`config.mk`:
```
export PLATFORM = sky130hd
export DESIGN_NAME = isort_cell
export DESIGN_NICKNAME = d
export VERILOG_FILES = /design/src/hdl/isort_pkg.sv /design/src/hdl/isort_cell.sv
export SDC_FILE = /design/constraint.sdc
export NUM_CORES = 1
export LEC_CHECK = 0
export ABC_CLOCK_PERIOD_IN_PS = 9900
export CORE_MARGIN = 2
export CORE_UTILIZATION = 69
export DETAILED_ROUTE_END_ITERATION = 8
export DONT_BUFFER_PORTS = 1
export PLACE_DENSITY = 0.85
export SKIP_CTS_REPAIR_TIMING = 1
export SYNTH_ARGS = -nofsm -noshare
export SYNTH_HDL_FRONTEND = slang
export SYNTH_SLANG_ARGS = --single-unit
```
`constraint.sdc`:
```
create_clock -name clk_i -period 9.9 [get_ports clk_i]
set_input_delay 0 -clock clk_i [delete_from_list [all_inputs] [get_ports clk_i]]
set_output_delay 0 -clock clk_i [all_outputs]
set_load 0.02 [all_outputs]
```
`src/hdl/isort_pkg.sv`:
```
// Shared widths, defaults and cell control type for the insertion sorter.
`default_nettype none

package isort_pkg;

  localparam int ValueWidth  = 32;
  localparam int CapacityDef = 64;

  typedef logic signed [ValueWidth-1:0] isort_value_t;

  // Broadcast from the control to every cell in the chain.
  typedef struct packed {
    logic         insert;
    logic         shift;
    isort_value_t value;
  } isort_cell_ctrl_t;

endpackage

`default_nettype wire

```
`src/hdl/isort_cell.sv`:
```
// One cell of the insertion chain: holds one list entry, compares and shifts.
`default_nettype none

module isort_cell
  import isort_pkg::*;
(
  input  wire                   clk_i,
  input  wire isort_cell_ctrl_t ctrl_i,
  input  wire                   occupied_i,
  input  wire                   at_end_i,
  input  wire                   lower_gt_i,
  input  wire isort_value_t     lower_value_i,
  input  wire isort_value_t     upper_value_i,
  output logic                  gt_o,
  output isort_value_t          value_o
);

  isort_value_t value_q, value_d;

  // Strictly greater keeps equal values in arrival order.
  assign gt_o    = occupied_i && (value_q > ctrl_i.value);
  assign value_o = value_q;

  always_comb begin
    value_d = value_q;
    if (ctrl_i.insert) begin
      if (lower_gt_i) begin
        value_d = lower_value_i;
      end else if (gt_o || at_end_i) begin
        value_d = ctrl_i.value;
      end
    end else if (ctrl_i.shift) begin
      value_d = upper_value_i;
    end
  end

  always_ff @(posedge clk_i) begin
    value_q <= value_d;
  end

endmodule

`default_nettype wire

```
* Word level (Yosys, flattened, before mapping) *
Index checks and enable logic that the tools add are counted.

word-level totals
  register bits = 32
  bits in latches = 0
  RAM bits = 0
  bits in read-only memories = 0
  bits of input ports = 102
  output and inout port bits = 33
  memories = 0

cells by class
  add/subtract/negate cells = 0
  multipliers = 0
  divide/modulo/power cells = 0
  order comparisons = 1
  equality and inequality tests = 1
  shift-type cells = 0
  multiplexer cells = 4
  bitwise operators = 0
  reductions and logical operators = 4

operators by type and width
  cell                  number
  $mux W32              4
  $gt A32 B32 Y1        1
  $ne A3 B1 Y1 const B  1
  $reduce_and A2 Y1     1
  $reduce_bool A2 Y1    1
  $logic_and A1 B1 Y1   1
  $logic_or A1 B1 Y1    1

* Longest topological paths before layout *
Gate-level depths: netlist of the first run.

  depth after elaboration = 6
  gate-level depth with buffers = 8

* Worst setup path after synthesis of the first run *
Ideal clock, no wire load.

  path kind = register to register
  start = register value_q[14], in the netlist value_o[14]
  end = register value_q[0], in the netlist value_o[0], enable pin
  setup time = 0.441 ns
  arrival = 3.819 ns
  data required time = 9.459 ns
  slack = 5.640 ns
  stages on the path, launching flop included = 8
  path buffers = 0
  period minus slack after synthesis = 4.260 ns
  path through = edfxtp_1 > ha_1 > a21oi_2 > nand2_1 > a221o_1 > o31a_1 > or3_1 > a31oi_1

between the ends
  longest elaborated chain between the ends = 5

RTL lines
  element                      line              source
  start, declared              isort_cell.sv:18  isort_value_t value_q, value_d;
  start signal, assigned       isort_cell.sv:38  value_q <= value_d;
  $gt A32 B32 Y1               isort_cell.sv:21  assign gt_o = occupied_i && (value_q > ctrl_i.value);
  $logic_and A1 B1 Y1          isort_cell.sv:21
  $logic_or A1 B1 Y1           isort_cell.sv:29  end else if (gt_o || at_end_i) begin
  $ne A3 B1 Y1 (no line)       -
  $reduce_and A2 Y1 (no line)  -

No other way between the ends.
A chain may end at the register's enable or synchronous reset.

* Worst setup path after layout of the first run *
  start = register value_q[1], in the netlist value_o[1]
  end = register value_q[28], in the netlist value_o[28], enable pin

The elaborated chain is that of the path after synthesis.

==> out/results.txt, run 1 <==
Main flop type after synthesis: edfxtp_1
DR DRC count: 0
Placed cells: 296
Pwr Density: 120 nW/um2
Synth area leaders: edfxtp_1 (39%), ha_1 (16%), mux2i_1 (13%)
Buf/Inv on CP: 0
Worst slew margin: 28.3%
Post-route ant nets: 0
Met2 usage: 43.9%
Vias in the first global route: 1837
Worst-Skew Late Latency: 0.33 ns
Fin crit share: 35.8%
Worst Setup End Kind: register
Post-DP HPWL: 4030 um
Area share of the largest cell type after synthesis: 39.2%
Min Hold Slack: -0.0466 ns
Worst-Margin Slew: 1.08 ns
Iter 0 DRT Violations: 178
Number of library cell types mapped by synthesis: 27
Crit Path Max Fanout: 32
Outcome: complete, but fails checks
Cells after Synth: 261
GP Congestion: 0.741
Layout area overhead: 26.4%
Die Ht: 63.6 um
Peak Freq: 282 MHz
Cell family with most CP delay: compound AO/OA/AOI/OAI gates
Crit-path cells: ha_1 -> nor2b_1 -> o211ai_1 -> a2111oi_0 -> o31a_1 -> o211ai_1 -> a31oi_4
Grt peak-use layer: met2
Dpl cell area: 2480 um2
# rows: 21
Met3 GRT Util: 6.79%
Commonest cells after routing, fill and taps aside: dlygate4sd3_1 (54), a21oi_1 (45), nor2_1 (37)
Fin Clk Skew: 0.0129 ns
Cell mode on critical path: o211ai_1
Final setup vio count: 0
Clock Pin Slew Worst Setup and Hold Paths: 0.10 ns
CTS tree: yes
Max_cap viols: 0
Slew Viols, Final: 0
Final min period: 3.55 ns
Failing checks: hold timing
Core ar.: 3360 um2
Tot Pwr: 0.370 mW
Nets: 446
I/O pins: 135
Critical Path AT: 3.50 ns
Remaining global-route overflow: 0
Vias per cell: 6.57
Ratio of cells with drive above 1 in the final layout: 2.56%
CTS buffer count: 5
Post-Syn Nets: 395
Pre-CTS setup slack: 6.51 ns
H-tree level count: 2
Seq/Total Area, Yosys: 39.2%
Post-synthesis cell area: 2450 um2
Initial Utilization: 72.8%
Async S/R FF share, synth: 0%
CTS Buffer Depth: 2
Full die area: 4040 um2
P_leak: 1.39 nW
Worst hold path class: primary input to register
Final Hold Vio Count: 5
Final WS setup: 6.35 ns
RSZ-0062 raised after global routing: no
GRT met1 Usage: 30.1%
Mean post-synth cell area: 9.39 um2
CP startpoint kind: register
Root buffer cell: clkbuf_4
Post-synth EDFFs: 32
Synthesis-stage register bit count: 32
Vias: 2357
N_diodes: 0
CP max stage delay: 0.87 ns
Warnings, synthesis: 0
Worst Setup Path Type: register to register
CP max stage cell: a31oi_4
Wire per inst: 22.4 um
Largest net degree at the start of global routing: 67
TritonRoute pass-1 iters: 6
Critical Path RT: 9.85 ns
Worst VDD drop: 0.000109 V
Setup TNS: 0 ns
Width of the die: 63.6 um
Layout Cells excl Fill: 359
IO Port Bufs: 0
Largest register FFs: 32
First-pass GRT wire length: 7970 um
Initial antenna violation count: 0
GRT Overall Usage: 25.5%
Post-layout util: 92.0%
Routed WL: 8050 um
Synth area leader: edfxtp_1
Fin area: 3100 um2
Most common cell after layout, fill and taps aside: dlygate4sd3_1
Clk sinks: 32
-- kinds of logic after synthesis --
group / synth area share [%]
adders and majority gates: 16.3
AOI/OAI and AO/OA: 13.4
buffers and inverters: 7.00
muxes: 13.1
DFF: 39.2
and+or+nand+nor: 11.0
-- final timing paths --
| check | start | end | slack [ns] | depth (start not counted) |
|---|---|---|---|---|
| worst max-delay path | value_o[1] | value_o[28] | 6.35 | 7 |
| worst min-delay path | ctrl_i[19] | value_o[19] | -0.05 | 2 |
| worst max register to register | value_o[1] | value_o[28] | 6.35 | 7 |
| worst min register to register | value_o[31] | value_o[21] | 1.64 | 5 |
-- report_power, final --
part / total [mW] / internal (mW) / switching (mW)
registers: 0.195 / 0.168 / 0.0274
clock network: 0.0712 / 0.0273 / 0.0439
logic: 0.104 / 0.0516 / 0.0524
total: 0.370 / 0.247 / 0.124
-- layer usage --
| metal | vias to the layer above | routed length (um) | share of wire (%) |
|---|---|---|---|
| met5 | - | 0 | 0 |
| met4 | 0 | 407 | 5.1 |
| met3 | 45 | 762 | 9.5 |
| met2 | 182 | 4190 | 52 |
| met1 | 1092 | 2690 | 33 |
| li1 | 1038 | - | - |
-- Yosys cell counts (all sizes together) (2+ instances only) --
cell / number
o211ai: 2
a21oi: 46
ha: 32
edfxtp: 32
nand4: 8
a31oi: 2
mux2i: 32
clkbuf: 7
buf: 4
o21ai: 3
nand3: 4
nand2: 7
nor2: 37
inv: 34
-- area by class of cell --
type	count	area (um2)
Clock buffer	7	45.0
Clock inverter	1	3.75
Fill cell	126	268
Inverter	34	128
Multi-Input combinational cell	184	1330
Sequential cell	32	961
Tap cell	46	57.6
Timing Repair Buffer	55	568
Note: power is estimated with default switching activity, not from simulation.
==> run 2, diff against run 1 <==
--- a/config.mk
+++ b/config.mk
@@ -5,12 +5,12 @@
 export SDC_FILE = /design/constraint.sdc
 export NUM_CORES = 1
 export LEC_CHECK = 0
-export ABC_CLOCK_PERIOD_IN_PS = 9900
+export ABC_CLOCK_PERIOD_IN_PS = 3500
 export CORE_MARGIN = 2
-export CORE_UTILIZATION = 69
+export CORE_UTILIZATION = 64
 export DETAILED_ROUTE_END_ITERATION = 8
 export DONT_BUFFER_PORTS = 1
-export PLACE_DENSITY = 0.85
+export PLACE_DENSITY = 0.8
 export SKIP_CTS_REPAIR_TIMING = 1
 export SYNTH_ARGS = -nofsm -noshare
 export SYNTH_HDL_FRONTEND = slang
==> constraint.sdc (replaced) <==
create_clock -name clk_i -period 3.5 [get_ports clk_i]
set_input_delay 0 -clock clk_i [delete_from_list [all_inputs] [get_ports clk_i]]
set_output_delay 0 -clock clk_i [all_outputs]
set_load 0.02 [all_outputs]
==> out/results.txt, run 2 (synthesis gave the netlist of run 1 again) <==
Setup TNS: 0 ns (unchanged)
First-pass GRT wire length: 7600 um (-4.6%)
Peak Freq: 333 MHz (+18%)
Width of the die: 65.9 um (+3.6%)
Critical Path RT: 3.48 ns (-6.37 ns)
Post-DP HPWL: 4010 um (-0.39%)
Worst VDD drop: 0.000320 V (+190%)
Worst hold path class: primary input to register
Max_cap viols: 0 (unchanged)
GP Congestion: 0.712 (-4.0%)
CP startpoint kind: register
Commonest cells after routing, fill and taps aside: a21oi_1 (45), nor2_1 (37), inv_1 (34)
Sequential cell area: 961 um2 (unchanged)
RSZ-0062 raised after global routing: no
Clk sinks: 32 (unchanged)
N_diodes: 0 (unchanged)
Fill count: 264 (+110%)
Vias per cell: 6.01 (-8.4%)
Final Hold Vio Count: 10 (+5)
Clock Pin Slew Worst Setup and Hold Paths: 0.06 ns (-0.04 ns)
Fin Clk Skew: 0.00484 ns (-0.00805 ns)
Die Ht: 65.9 um (+3.6%)
GRT Overall Usage: 23.2% (-2.3 points)
Remaining global-route overflow: 0 (unchanged)
Post-route ant nets: 0 (unchanged)
Failing checks: hold timing
Most common cell after layout, fill and taps aside: a21oi_1
I/O pins: 135 (unchanged)
Outcome: complete, but fails checks
Worst-Skew Late Latency: 0.28 ns (-0.05 ns)
Layout area overhead: 16.0%
Worst-Margin Slew: 0.432 ns (-0.643 ns)
TritonRoute pass-1 iters: 4 (-2)
Full die area: 4340 um2 (+7.3%)
Routed WL: 5940 um (-26%)
Largest register FFs: 32 (unchanged)
Nets: 417 (-6.5%)
Critical Path AT: 2.98 ns (-0.52 ns)
Initial antenna violation count: 0 (unchanged)
# rows: 22 (+4.8%)
Root buffer cell: clkbuf_8
Initial Utilization: 66.9% (-5.9 points)
Iter 0 DRT Violations: 120 (-33%)
Core ar.: 3660 um2 (+8.9%)
Final setup vio count: 0 (unchanged)
CTS tree: yes
Footprint of the multi-input gates: 1330 um2 (unchanged)
H-tree level count: 2 (unchanged)
Min Hold Slack: -0.0415 ns (+0.00516 ns)
CTS buffer count: 5 (unchanged)
Final min period: 3.00 ns (-0.543 ns)
Fin crit share: 85.9% (+50 points)
Vias: 1996 (-15%)
P_leak: 1.29 nW (-7.0%)
Worst Setup End Kind: register
Vias in the first global route: 1745 (-5.0%)
IO Port Bufs: 0 (unchanged)
Ratio of cells with drive above 1 in the final layout: 3.17% (+0.61 points)
Worst Setup Path Type: register to register
Pwr Density: 368 nW/um2 (+210%)
Slew Viols, Final: 0 (unchanged)
Worst slew margin: 70.9% (+43 points)
Wire per inst: 17.9 um (-20%)
Crit Path Max Fanout: 28 (-13%)
CTS Buffer Depth: 2 (unchanged)
DR DRC count: 0 (unchanged)
Largest net degree at the start of global routing: 67 (unchanged)
-- run 2: cell type report --
| cell class | instances | area share [%] |
|---|---|---|
| clock buffers | 7 | 2.69 |
| multi-input cells | 184 | 46.9 |
| well taps | 48 | 2.11 |
| flip-flops and latches | 32 | 33.8 |
| clock inverters | 1 | 0.132 |
| inverters | 34 | 4.49 |
| repair buffers | 26 | 9.86 |
-- run 2: power by group --
group	leakage [nW]	total, mW	internal, mW	switching [mW]
logic	0.934	0.233	0.113	0.120
clock network	0.0399	0.264	0.138	0.126
registers	0.316	0.548	0.475	0.0736
-- run 2: path summary, 6_finish.rpt --
path	start	end	slack, ns	cells past startpoint
max	value_o[7]	value_o[16]	0.50	8
min	upper_value_i[27]	value_o[27]	-0.04	2
max reg2reg	value_o[7]	value_o[16]	0.50	8
min reg2reg	value_o[31]	value_o[0]	1.32	5
-- run 2: per-layer routing --
layer	up-vias	share of wire [%]	GRT usage, %
met5	-	0	0
met4	0	1.2	7.03
met3	6	8.2	6.47
met2	90	50	39.8
met1	922	40	28.3
li1	978	-	-
-- run 2: critical path: stages, from the launching register on --
cell,delay (ns)
edfxtp_1,0.50
ha_1,0.35
a21oi_1,0.15
o21ai_0,0.13
a221o_1,0.31
o31a_1,0.31
or3_1,0.41
a31oi_4,0.30
buf_12,0.24
-- run 2: stage by stage --
stage	power, mW	worst slack, ns	std cells	cell area (um2)	utilization (%)
CTS	1.01	0.506	307	2580	70.5
detailed placement	0.753	0.517	299	2500	68.3
global route	1.10	0.383	332	2840	77.6
finish	1.05	0.495	332	2840	77.6
floorplan	0.720	0.410	261	2460	-
global placement	0.746	0.548	299	2500	68.3
